<file path="src/sdas_pkg.sv">
// Shared types and constants for the steering deadzone, authority and slew block.
package sdas_pkg;

  localparam logic [14:0] DzCap    = 15'd32735;
  localparam logic [15:0] Q15One   = 16'h8000;
  localparam logic [16:0] AlphaOne = 17'h10000;
  localparam logic [14:0] MagMax   = 15'h7FFF;

  typedef enum logic [2:0] {
    CfgDeadzone  = 3'd0,
    CfgFullSpeed = 3'd1,
    CfgMinSpeed  = 3'd2,
    CfgMinAuth   = 3'd3,
    CfgSlewRate  = 3'd4
  } cfg_idx_e;

  typedef struct packed {
    logic [14:0] deadzone;
    logic [15:0] full_speed;
    logic [15:0] min_speed;
    logic [14:0] min_auth;
    logic [15:0] slew_rate;
  } cfg_t;

  // Classified sample as it waits in the queue
  typedef struct packed {
    logic        neg;
    logic        dz_zero;
    logic [31:0] dz_num;
    logic [15:0] dz_den;
    logic        ramp;
    logic [15:0] auth_fix;
    logic [31:0] auth_num;
    logic [15:0] auth_den;
    logic [15:0] dt;
  } item_t;

  typedef struct packed {
    logic load;
    logic step;
  } div_ctrl_t;

endpackage

</file>
<file path="src/sdas_front.sv">
// Front end: clamps the sample, classifies deadzone and speed band, forms dividends.
module sdas_front (
  input  logic        [15:0] raw_steer_i,
  input  logic        [16:0] speed_i,
  input  logic        [15:0] time_step_i,
  input  sdas_pkg::cfg_t     cfg_i,
  output sdas_pkg::item_t    item_o
);
  import sdas_pkg::*;

  logic        neg;
  logic [15:0] abs_raw;
  logic [14:0] mag;
  logic [14:0] dz;
  logic [15:0] spd;
  logic [15:0] auth_span;
  logic [15:0] spd_off;

  always_comb begin
    neg     = raw_steer_i[15];
    abs_raw = neg ? (~raw_steer_i + 16'd1) : raw_steer_i;
    // most negative code clamps to -32767
    mag     = (raw_steer_i == 16'h8000) ? MagMax : abs_raw[14:0];
    dz      = (cfg_i.deadzone > DzCap) ? DzCap : cfg_i.deadzone;
    spd     = speed_i[16] ? 16'd0 : speed_i[15:0];

    auth_span = Q15One - {1'b0, cfg_i.min_auth};
    spd_off   = spd - cfg_i.full_speed;

    item_o.neg      = neg;
    item_o.dz_zero  = (mag <= dz);
    item_o.dz_num   = {2'b00, 15'(mag - dz), 15'd0};
    item_o.dz_den   = Q15One - {1'b0, dz};
    item_o.ramp     = (spd > cfg_i.full_speed) && (spd < cfg_i.min_speed);
    item_o.auth_fix = (spd <= cfg_i.full_speed) ? Q15One : {1'b0, cfg_i.min_auth};
    item_o.auth_num = {16'd0, auth_span} * {16'd0, spd_off};
    item_o.auth_den = cfg_i.min_speed - cfg_i.full_speed;
    item_o.dt       = time_step_i;
  end

endmodule

</file>
<file path="src/sdas_fifo.sv">
// Short queue of classified samples between front and back.
module sdas_fifo #(
  parameter int unsigned Depth = 2
) (
  input  logic            clk_i,
  input  logic            rst_ni,
  input  logic            push_valid_i,
  output logic            push_ready_o,
  input  sdas_pkg::item_t push_data_i,
  output logic            pop_valid_o,
  input  logic            pop_ready_i,
  output sdas_pkg::item_t pop_data_o
);
  import sdas_pkg::*;

  localparam int unsigned PtrW = $clog2(Depth);
  localparam int unsigned CntW = $clog2(Depth + 1);

  item_t           mem_q [Depth];
  logic [PtrW-1:0] wr_ptr_q, wr_ptr_d;
  logic [PtrW-1:0] rd_ptr_q, rd_ptr_d;
  logic [CntW-1:0] count_q, count_d;
  logic            push, pop;

  assign push_ready_o = (count_q != CntW'(Depth));
  assign pop_valid_o  = (count_q != '0);
  assign pop_data_o   = mem_q[rd_ptr_q];
  assign push         = push_valid_i && push_ready_o;
  assign pop          = pop_valid_o && pop_ready_i;

  always_comb begin
    wr_ptr_d = wr_ptr_q;
    rd_ptr_d = rd_ptr_q;
    count_d  = count_q;
    if (push) begin
      wr_ptr_d = (wr_ptr_q == PtrW'(Depth - 1)) ? '0 : wr_ptr_q + PtrW'(1);
    end
    if (pop) begin
      rd_ptr_d = (rd_ptr_q == PtrW'(Depth - 1)) ? '0 : rd_ptr_q + PtrW'(1);
    end
    if (push && !pop) begin
      count_d = count_q + CntW'(1);
    end else if (pop && !push) begin
      count_d = count_q - CntW'(1);
    end
  end

  always_ff @(posedge clk_i or negedge rst_ni) begin
    if (!rst_ni) begin
      wr_ptr_q <= '0;
      rd_ptr_q <= '0;
      count_q  <= '0;
    end else begin
      wr_ptr_q <= wr_ptr_d;
      rd_ptr_q <= rd_ptr_d;
      count_q  <= count_d;
    end
  end

  always_ff @(posedge clk_i) begin
    if (push) begin
      mem_q[wr_ptr_q] <= push_data_i;
    end
  end

endmodule

</file>
<file path="src/sdas_div.sv">
// Restoring divider, four quotient bits per cycle while step is set, 16-bit quotient in four steps.
module sdas_div (
  input  logic                clk_i,
  input  sdas_pkg::div_ctrl_t ctrl_i,
  input  logic         [31:0] num_i,
  input  logic         [15:0] den_i,
  output logic         [15:0] quo_o
);
  import sdas_pkg::*;

  // rem holds the partial remainder; shf carries dividend bits out and quotient bits in
  logic [15:0] rem_q, rem_d;
  logic [15:0] shf_q, shf_d;

  always_comb begin
    logic [16:0] trial;
    logic [15:0] r;
    logic [15:0] s;
    r = rem_q;
    s = shf_q;
    for (int i = 0; i < 4; i++) begin
      trial = {r, s[15]};
      if (trial >= {1'b0, den_i}) begin
        r = 16'(trial - {1'b0, den_i});
        s = {s[14:0], 1'b1};
      end else begin
        r = trial[15:0];
        s = {s[14:0], 1'b0};
      end
    end
    rem_d = r;
    shf_d = s;
  end

  always_ff @(posedge clk_i) begin
    if (ctrl_i.load) begin
      rem_q <= num_i[31:16];
      shf_q <= num_i[15:0];
    end else if (ctrl_i.step) begin
      rem_q <= rem_d;
      shf_q <= shf_d;
    end
  end

  assign quo_o = shf_q;

endmodule

</file>
<file path="src/sdas_back.sv">
// Back end: divisions, authority scaling, smoothing and the output register.
module sdas_back (
  input  logic                clk_i,
  input  logic                rst_ni,
  input  logic                item_valid_i,
  output logic                item_ready_o,
  input  sdas_pkg::item_t     item_i,
  input  logic         [15:0] slew_rate_i,
  output logic                out_valid_o,
  input  logic                out_ready_i,
  output logic signed  [15:0] steer_out_o,
  output logic signed  [15:0] steer_target_o
);
  import sdas_pkg::*;

  typedef enum logic [1:0] {
    StIdle,
    StDiv,
    StScale,
    StSmooth
  } state_e;

  state_e      state_q;
  logic [1:0]  cnt_q;
  item_t       item_q;
  logic [16:0] alpha_q;
  logic [15:0] target_q;
  logic [15:0] cur_q;
  logic        out_valid_q;
  logic [15:0] out_steer_q;
  logic [15:0] out_target_q;

  div_ctrl_t   div_ctrl;
  logic [15:0] dz_quo, auth_quo;

  logic [31:0] alpha_prod;
  logic [16:0] alpha_d;
  logic [15:0] auth;
  logic [15:0] dzmag;
  logic [31:0] scale_prod;
  logic [14:0] tmag;
  logic [15:0] tmag16;
  logic [15:0] target_d;
  logic        ge;
  logic [16:0] diff17;
  logic [32:0] step_prod;
  logic [15:0] step_mag;
  logic [15:0] cur_d;
  logic        out_free;
  logic        out_load;

  assign div_ctrl.load = (state_q == StIdle) && item_valid_i;
  assign div_ctrl.step = (state_q == StDiv);

  sdas_div u_div_dz (
    .clk_i  (clk_i),
    .ctrl_i (div_ctrl),
    .num_i  (item_i.dz_num),
    .den_i  (item_q.dz_den),
    .quo_o  (dz_quo)
  );

  sdas_div u_div_auth (
    .clk_i  (clk_i),
    .ctrl_i (div_ctrl),
    .num_i  (item_i.auth_num),
    .den_i  (item_q.auth_den),
    .quo_o  (auth_quo)
  );

  always_comb begin
    // smoothing fraction, saturated at one
    alpha_prod = {16'd0, item_q.dt} * {16'd0, slew_rate_i};
    alpha_d    = (alpha_prod[31:8] > {7'd0, AlphaOne}) ? AlphaOne : alpha_prod[24:8];

    auth       = item_q.ramp ? (Q15One - auth_quo) : item_q.auth_fix;
    dzmag      = item_q.dz_zero ? 16'd0 : dz_quo;
    scale_prod = {16'd0, dzmag} * {16'd0, auth};
    tmag       = (scale_prod[31:15] > {2'b00, MagMax}) ? MagMax : scale_prod[29:15];
    tmag16     = {1'b0, tmag};
    target_d   = item_q.neg ? (~tmag16 + 16'd1) : tmag16;

    ge        = ($signed(target_q) >= $signed(cur_q));
    diff17    = ge ? ({target_q[15], target_q} - {cur_q[15], cur_q})
                   : ({cur_q[15], cur_q} - {target_q[15], target_q});
    step_prod = {17'd0, diff17[15:0]} * {16'd0, alpha_q};
    step_mag  = step_prod[31:16];
    cur_d     = ge ? (cur_q + step_mag) : (cur_q - step_mag);

    out_free  = !out_valid_q || out_ready_i;
    out_load  = (state_q == StSmooth) && out_free;
  end

  always_ff @(posedge clk_i or negedge rst_ni) begin
    if (!rst_ni) begin
      state_q      <= StIdle;
      cnt_q        <= '0;
      item_q       <= '0;
      alpha_q      <= '0;
      target_q     <= '0;
      cur_q        <= '0;
      out_valid_q  <= 1'b0;
      out_steer_q  <= '0;
      out_target_q <= '0;
    end else begin
      out_valid_q <= out_load || (out_valid_q && !out_ready_i);
      unique case (state_q)
        StIdle: begin
          if (item_valid_i) begin
            item_q  <= item_i;
            cnt_q   <= '0;
            state_q <= StDiv;
          end
        end
        StDiv: begin
          alpha_q <= alpha_d;
          cnt_q   <= cnt_q + 2'd1;
          if (cnt_q == 2'd3) begin
            state_q <= StScale;
          end
        end
        StScale: begin
          target_q <= target_d;
          state_q  <= StSmooth;
        end
        StSmooth: begin
          if (out_load) begin
            cur_q        <= cur_d;
            out_steer_q  <= cur_d;
            out_target_q <= target_q;
            state_q      <= StIdle;
          end
        end
        default: begin
          state_q <= StIdle;
        end
      endcase
    end
  end

  assign item_ready_o   = (state_q == StIdle);
  assign out_valid_o    = out_valid_q;
  assign steer_out_o    = $signed(out_steer_q);
  assign steer_target_o = $signed(out_target_q);

endmodule

</file>
<file path="src/steer_deadzone_authority_slew.sv">
// Top level: steering deadzone rescale, speed-dependent authority and slew smoothing.
//
//  Channel  | Handshake                  | Beat contents
//  ---------+----------------------------+--------------------------------------------
//  input    | in_valid_i / in_ready_o    | raw_steer_i, speed_i, time_step_i
//  output   | out_valid_o / out_ready_i  | steer_out_o, steer_target_o
//  config   | cfg_we_i (no wait)         | cfg_index_i, cfg_wdata_i
//
//  Per beat the back end takes a sample off the queue, runs the two shared-width
//  radix-16 dividers (deadzone rescale and authority ramp, side by side), scales by
//  authority and smooths into the output; it takes a new sample only when idle.
//  Reset clears the queue, the back-end state and the kept steering value; the
//  configuration registers return to their defaults. No clearing pass is needed.
//  The queue lets the front keep taking samples while the back end works or the
//  output beat waits; the back end stalls only in its last step when the output
//  register is still full.
module steer_deadzone_authority_slew #(
  parameter int unsigned QueueDepth = 2
) (
  input  logic               clk_i,
  input  logic               rst_ni,
  input  logic               in_valid_i,
  output logic               in_ready_o,
  input  logic signed [15:0] raw_steer_i,
  input  logic signed [16:0] speed_i,
  input  logic        [15:0] time_step_i,
  output logic               out_valid_o,
  input  logic               out_ready_i,
  output logic signed [15:0] steer_out_o,
  output logic signed [15:0] steer_target_o,
  input  logic               cfg_we_i,
  input  logic        [2:0]  cfg_index_i,
  input  logic        [15:0] cfg_wdata_i
);
  import sdas_pkg::*;

  cfg_t  cfg_q;
  item_t front_item;
  item_t queue_item;
  logic  queue_valid;
  logic  back_ready;

  // Configuration registers; writes beyond the list are dropped
  always_ff @(posedge clk_i or negedge rst_ni) begin
    if (!rst_ni) begin
      cfg_q.deadzone   <= 15'd3277;
      cfg_q.full_speed <= 16'd1000;
      cfg_q.min_speed  <= 16'd3000;
      cfg_q.min_auth   <= 15'd11469;
      cfg_q.slew_rate  <= 16'd2048;
    end else if (cfg_we_i) begin
      unique case (cfg_idx_e'(cfg_index_i))
        CfgDeadzone:  cfg_q.deadzone   <= cfg_wdata_i[14:0];
        CfgFullSpeed: cfg_q.full_speed <= cfg_wdata_i;
        CfgMinSpeed:  cfg_q.min_speed  <= cfg_wdata_i;
        CfgMinAuth:   cfg_q.min_auth   <= cfg_wdata_i[14:0];
        CfgSlewRate:  cfg_q.slew_rate  <= cfg_wdata_i;
        default: ;
      endcase
    end
  end

  // Front: clamp, deadzone test, speed band, dividends
  sdas_front u_front (
    .raw_steer_i (raw_steer_i),
    .speed_i     (speed_i),
    .time_step_i (time_step_i),
    .cfg_i       (cfg_q),
    .item_o      (front_item)
  );

  // Decoupling queue; its space sets in_ready_o
  sdas_fifo #(
    .Depth (QueueDepth)
  ) u_fifo (
    .clk_i        (clk_i),
    .rst_ni       (rst_ni),
    .push_valid_i (in_valid_i),
    .push_ready_o (in_ready_o),
    .push_data_i  (front_item),
    .pop_valid_o  (queue_valid),
    .pop_ready_i  (back_ready),
    .pop_data_o   (queue_item)
  );

  // Back: divide, scale, smooth, hold the result beat
  sdas_back u_back (
    .clk_i          (clk_i),
    .rst_ni         (rst_ni),
    .item_valid_i   (queue_valid),
    .item_ready_o   (back_ready),
    .item_i         (queue_item),
    .slew_rate_i    (cfg_q.slew_rate),
    .out_valid_o    (out_valid_o),
    .out_ready_i    (out_ready_i),
    .steer_out_o    (steer_out_o),
    .steer_target_o (steer_target_o)
  );

endmodule
</file>
<file path="config.mk">
export PLATFORM = sky130hd
export DESIGN_NAME = steer_deadzone_authority_slew
export DESIGN_NICKNAME = d
export VERILOG_FILES = /design/src/sdas_pkg.sv /design/src/sdas_front.sv /design/src/sdas_fifo.sv /design/src/sdas_div.sv /design/src/sdas_back.sv /design/src/steer_deadzone_authority_slew.sv
export SDC_FILE = /design/constraint.sdc
export NUM_CORES = 2
export LEC_CHECK = 0
export BUFFER_PORTS_ARGS = -buffer_cell sky130_fd_sc_hd__buf_4
export CAP_MARGIN = 20
export CORE_MARGIN = 10
export CORE_UTILIZATION = 59
export DETAILED_ROUTE_END_ITERATION = 12
export PLACE_DENSITY = 0.73
export SETUP_SLACK_MARGIN = 0.5
export SYNTH_ARGS = -nofsm -noshare
export SYNTH_HDL_FRONTEND = slang
export SYNTH_HIERARCHICAL = 1
export SYNTH_SLANG_ARGS = --single-unit
</file>
<file path="constraint.sdc">
create_clock -name clk_i -period 17.1 [get_ports clk_i]
set_input_delay 2.565 -clock clk_i [delete_from_list [all_inputs] [get_ports clk_i]]
set_output_delay 2.565 -clock clk_i [all_outputs]
set_load 0.03 [all_outputs]
</file>
# Word level (Yosys, flattened, before mapping)

Memory sizes are Yosys's and may differ from the RTL's.
Index checks and enable logic that the tools add are counted.

Input port bits: 73
Output and inout bits: 34
Memories: 1
Register bits after elaboration: 283
Word-level logic and storage cells: 163
Memory bits (writable): 228

Multiply operators: 4
Equality and inequality tests: 13
Magnitude comparators: 16
Bitwise logic cells: 2
Reduce and logical (&&, ||, !) cells: 28
Multiplexer cells: 48
$add $sub $neg: 25

Memories:

| name         | words | width | read ports | clocked after memory_dff | write ports | RTL line        | text |
|---|---|---|---|---|---|---|---|
| u_fifo.mem_q | 2     | 114   | 1          | 0                        | 1           | sdas_fifo.sv:19 | `item_t mem_q [Depth];` |

Operator list:

| cell                                                  | count |
|---|---|
| two-way mux 16 bit                                    | 23 |
| subtractor 16 bit                                     | 13 |
| greater-or-equal comparator 17 x 16 -> 1 bit          | 8 |
| multiplier 16 x 16 -> 32 bit                          | 3 |
| two-way mux 15 bit                                    | 4 |
| multiplier 16 x 17 -> 32 bit                          | 1 |
| subtractor 16 x 15 -> 16 bit (first input constant)   | 2 |
| > comparator 24 x 17 -> 1 bit (second input constant) | 1 |
| > comparator 17 x 15 -> 1 bit (second input constant) | 1 |
| two-way mux 17 bit                                    | 1 |
| adder 16 x 1 -> 16 bit (second input constant)        | 1 |
| adder 16 bit                                          | 1 |
| == test 16 bit (second input constant)                | 1 |
| greater-or-equal comparator 16 bit                    | 1 |
| > comparator 16 bit                                   | 1 |
| less-or-equal comparator 16 bit                       | 1 |
| < comparator 16 bit                                   | 1 |
| inverter 15 -> 16 bit                                 | 1 |
| AND reduction 2 bit                                   | 8 |
| subtractor 16 bit (first input constant)              | 1 |
| adder 15 x 1 -> 15 bit (second input constant)        | 1 |
| > comparator 15 bit (second input constant)           | 1 |
| less-or-equal comparator 15 bit                       | 1 |
| inverter 15 bit                                       | 1 |
| other kinds (22)                                      | 58 |

# Depth between registers and ports, before layout

Word-level depth: 10
Gate-level depth with buffers: 52
Mapped depth without buffers: 51

# Hierarchy

Netlist, hierarchy kept.

Modules (own cells, without submodules):

| module                        | area each (µm²) | seq. area each (µm²) | times used | cells an instance |
|---|---|---|---|---|
| sdas_back                     | 33955.1         | 3428.3               | 1          | 3824 |
| sdas_front                    | 12366.9         | 0.0                  | 1          | 1548 |
| sdas_div                      | 5101.1          | 960.9                | 2          | 602 |
| sdas_fifo                     | 9978.3          | 7967.6               | 1          | 426 |
| steer_deadzone_authority_slew | 3042.9          | 1988.2               | 1          | 169 |

# Worst setup path after synthesis

Ideal clock, no wire load.

Kind: register -> register
Start: reg, netlist name u_back/steer_out_o[1]
End: reg u_back.out_steer_q[15], in the netlist u_back/steer_out_o[15]
Data required time: 16.967 ns
Library setup time: 0.133 ns
Path slack: 5.342 ns
Cell stages (with the launch flop): 44
Period minus slack after synthesis: 11.758 ns
Arrival time: 11.624 ns
Buffers on the path: 2
Cell sequence: dfrtp_1 inv_1 fa_1 a21oi_1 o22ai_1 nor3_2 o21ai_1 a211o_1 a311oi_1 o311ai_1 a31oi_1 o22ai_1 a21boi_1 xnor2_1 clkbuf_1 nand2_1 fa_1 fa_1 (+8 left out) o21ai_0 a2111oi_0 nand2_1 o41ai_4 xnor2_1 nor3b_2 nand2_1 o41ai_1 xnor2_1 ha_1 and4_1 a211o_1 a21o_1 a21o_1 a31oi_1 xnor3_1 nand3_2 xnor2_1

RTL lines:

| what                   | RTL line         | text |
|---|---|---|
| end signal: assignment | sdas_back.sv:129 | `out_steer_q <= cur_d;` |
| end: declaration       | sdas_back.sv:30  | `logic [15:0] out_steer_q;` |

# Worst setup path in the final report

Start: reg u_back.target_q[0]
End: reg u_back.out_steer_q[15], in the netlist u_back/steer_out_o[15]

Longest elaborated chain between the ends: 5
Elaborated cells on any way between the ends: 8
Classes of those cells: 4 x add/sub; 1 x mul; 1 x order compare; 2 x mux

RTL lines:

| what                                                     | RTL line         | text |
|---|---|---|
| start: declaration                                       | sdas_back.sv:27  | `logic [15:0] target_q;` |
| start signal: assignment                                 | sdas_back.sv:123 | `target_q <= target_d;` |
| subtractor 16 bit (tied with other cells)                | sdas_back.sv:85  | `: ({cur_q[15], cur_q} - {target_q[15], target_q});` |
| two-way mux 16 bit                                       | sdas_back.sv:84  | `diff17 = ge ? ({target_q[15], target_q} - {cur_q[15], cur_q})` |
| multiplier 16 x 17 -> 32 bit                             | sdas_back.sv:86  | `step_prod = {17'd0, diff17[15:0]} * {16'd0, alpha_q};` |
| subtractor 16 bit / adder 16 bit (equally long branches) | sdas_back.sv:88  | `cur_d = ge ? (cur_q + step_mag) : (cur_q - step_mag);` |
| two-way mux 16 bit (*)                                   | sdas_back.sv:88  |  |

Every way passes the cells marked *; elsewhere a longest branch is shown, timed or not.
A chain may end at the register's enable or synchronous reset.

==> out/qor.yml <==
worst_pin_slew_ns: 1.17
diodes: 0
synth_ff_type: "edfxtp_1"
cpPeakStageDelay_ns: 0.80
status: "complete, no violations"
ys_ff_latch: 545
io_buffers: 106
route.met2.wl_mm: 81.7
initial_utilization_pct: 59.6
wl_met1_mm: 76.6
vias: 51623
cts_tree: "done"
crit-reg2reg-launch: "u_back/target_q[0]$_DFFE_PN0P_"
ys_seq_area_share_pct: 22.0
crit_type: "register to register"
hold_class: "register to register"
hp-start: "u_back/steer_target_o[15]$_DFFE_PN0P_"
fin_util_pct: 63.2
dieWidth_um: 363
end_kind: "register"
ys_types: 121
grt_pass1_wl_mm: 284
place_congestion: 0.942
setup_viol: 0
clkSlewWorstSetupHoldPaths_ns: 0.06
globalRouteOverflowTotal: 0
maxCapViolCount: 0
drive_gt1_share_pct: 10.1
crit_arrival_ns: 13.47
hold_violations: 0
regArea_um2: 15300
startpoint: "u_back/target_q[0]$_DFFE_PN0P_"
multi_input_area_um2: 48900
maxClockFrequency_ghz: 0.0777
syn_area_um2: 69500
startpoint_type: "register"
num_io_pins: 107
syn_area_per_cell_um2: 9.70
fin_crit_sh_pct: 75.3
firstDrtPassIters: 8
track_usage_pct: 26.6
drc_errors: 0
yosys_warnings: 6
area_growth_pct: 6.01
slew_viol_final: 0
final_common_cell: "inv_1"
cts.sinks: 545
dieHeight_um: 363
path_buf_inv: 4
max-slew-margin-rel_pct: 21.5
clockRootBuffer: "clkbuf_16"
core_um2: 117000
cts_resized: 0
htree_levels: 2
fin_cells: 8732
critPathMaxFanout: 26
highest_layer: "met5"
setup_tns_ns: 0
grt_pass1_vias: 52915
cp.required_ns: 17.69
grt_max_degree: 132
crit_top_cell: "fa_1"
hpwl_mm: 138
synth_edf_count: 326
finClkSkew_ns: 0.0282
die_area_um2: 132000
numCtsBuffers: 59
rsz0062_at_grt: "false"
wl_met3_mm: 12.0
most-common-layout-cells: "inv_1 (1111), nand2_1 (857), fa_1 (800)"
slowest_stage: "nand2_1"
ant_nets: 0
async_reset_ff_share_pct: 40.2
rows: 125
dp_cells: 8619
via_per_inst: 5.91
path_delay_family: "adder cells"
worstSkewPairLatency_ns: 0.69
drt_iter0_markers: 4155
cts_hold_buf: 0
finalWirelength_mm: 176
routedWlPerCell_um: 20.1
postCtsSetupBuffers: 0
num-fill-cells: 9534
synthCells: 7171
nNetsFinal: 8678
clock_path_buffers: 3
antenna_found_initial: 2
period_needed_ns: 12.88
==> layer usage <==
layer	track usage, %	vias to the layer above
met5	0	-
met4	8.00	2
met3	3.37	316
met2	43.3	1863
met1	37.1	25794
li1	-	23648
==> kinds of logic after synthesis <==
family	count (synthesis)	share of synthesized area, %
AOI/OAI and AO/OA	1034	10.1
muxes	404	6.99
adders and majority gates	1449	34.7
buffers and inverters	1384	7.92
and+or+nand+nor	2025	14.1
other	1	0.00539
DFF	545	22.0
xor gates and xnor gates	329	4.16
==> tightest hold or removal path, stage by stage (launching register included) <==
cell and delay (ns):
dfrtp_1 0.34, nand2_1 0.05, o21ai_0 0.06
==> sequential cells by signal (all words and copies together), names as in the netlist <==
name / cells
u_back/u_div_auth/rem_q: 16
u_back/steer_target_o: 16
cfg_q: 78
u_back/steer_out_o: 16
u_back/item_q: 67
u_back/cnt_q: 2
u_back/u_div_dz/rem_q: 16
u_back/u_div_auth/quo_o: 16
u_back/target_q: 16
u_back/alpha_q: 17
u_fifo/rd_ptr_q: 1
u_back/out_valid_o: 1
u_back/state_q: 2
u_fifo/mem_q: 262
u_back/u_div_dz/quo_o: 16
u_fifo/wr_ptr_q: 1
u_fifo/count_q: 2
==> synthesized netlist by cell type, types with 24 or more instances <==
cell type	number	area share, %
nand2b_1	94	0.85
dfrtp_1	190	6.8
ha_1	648	12
nor2_1	321	1.7
nand4_1	53	0.48
fa_1	800	23
and3_1	35	0.31
or3_1	41	0.37
a21oi_1	261	1.9
mux2_4	92	2.0
inv_1	1111	6.0
o21ai_0	199	1.4
a21o_1	129	1.4
buf_4	36	0.39
nor3_1	78	0.56
o21a_1	46	0.50
xor2_1	125	1.6
o31ai_1	29	0.31
xnor2_1	203	2.6
o211ai_1	32	0.35
clkbuf_1	172	0.93
o21ai_1	24	0.17
nand2_1	857	4.6
edfxtp_1	326	14
mux2_2	231	3.7
mux2i_1	38	0.55
dfstp_2	29	1.1
mux2_1	41	0.66
o21bai_1	29	0.31
and2_1	288	2.6
nor2b_1	73	0.66
nand3_1	58	0.42
==> through the flow <==
step | hold slack, ns | worst slack, ns | area (um2)
floorplan | 0.456 | 5.34 | 69600
detailed placement | 0.472 | 4.37 | 71600
finish | 0.484 | 4.22 | 73700
CTS | 0.489 | 4.29 | 73700
global route | 0.516 | 3.17 | 73700
global placement | 0.463 | 4.54 | 71600
==> area by class of cell <==
cell class                 instances  area share [%]
multi-input combinational       5258            66.3
tap                             1524            2.59
clock buffer                      72            2.11
sequential                       545            20.8
inverter                        1114            5.67
timing repair buffer             179            1.85
clock inverter                    40           0.708
==> path summary, 6_finish.rpt <==
| kind | end | slack (ns) | depth (start not counted) |
|---|---|---|---|
| worst max-delay path | u_back/steer_out_o[15]$_DFFE_PN0P_ | 4.22 | 44 |
| worst max register to register | u_back/steer_out_o[15]$_DFFE_PN0P_ | 4.22 | 44 |
| worst min-delay path | u_back/steer_target_o[15]$_DFFE_PN0P_ | 0.48 | 2 |
| min in group asynchronous | u_back/steer_out_o[12]$_DFFE_PN0P_ | 1.91 | 1 |
| worst min register to register | u_back/steer_target_o[15]$_DFFE_PN0P_ | 0.48 | 2 |
| max in group asynchronous | u_back/item_q[14]$_DFFE_PN0P_ | 12.86 | 3 |
Power is not shown: default switching activity piles up to over one toggle a cycle in this logic, so the estimate is an artifact.
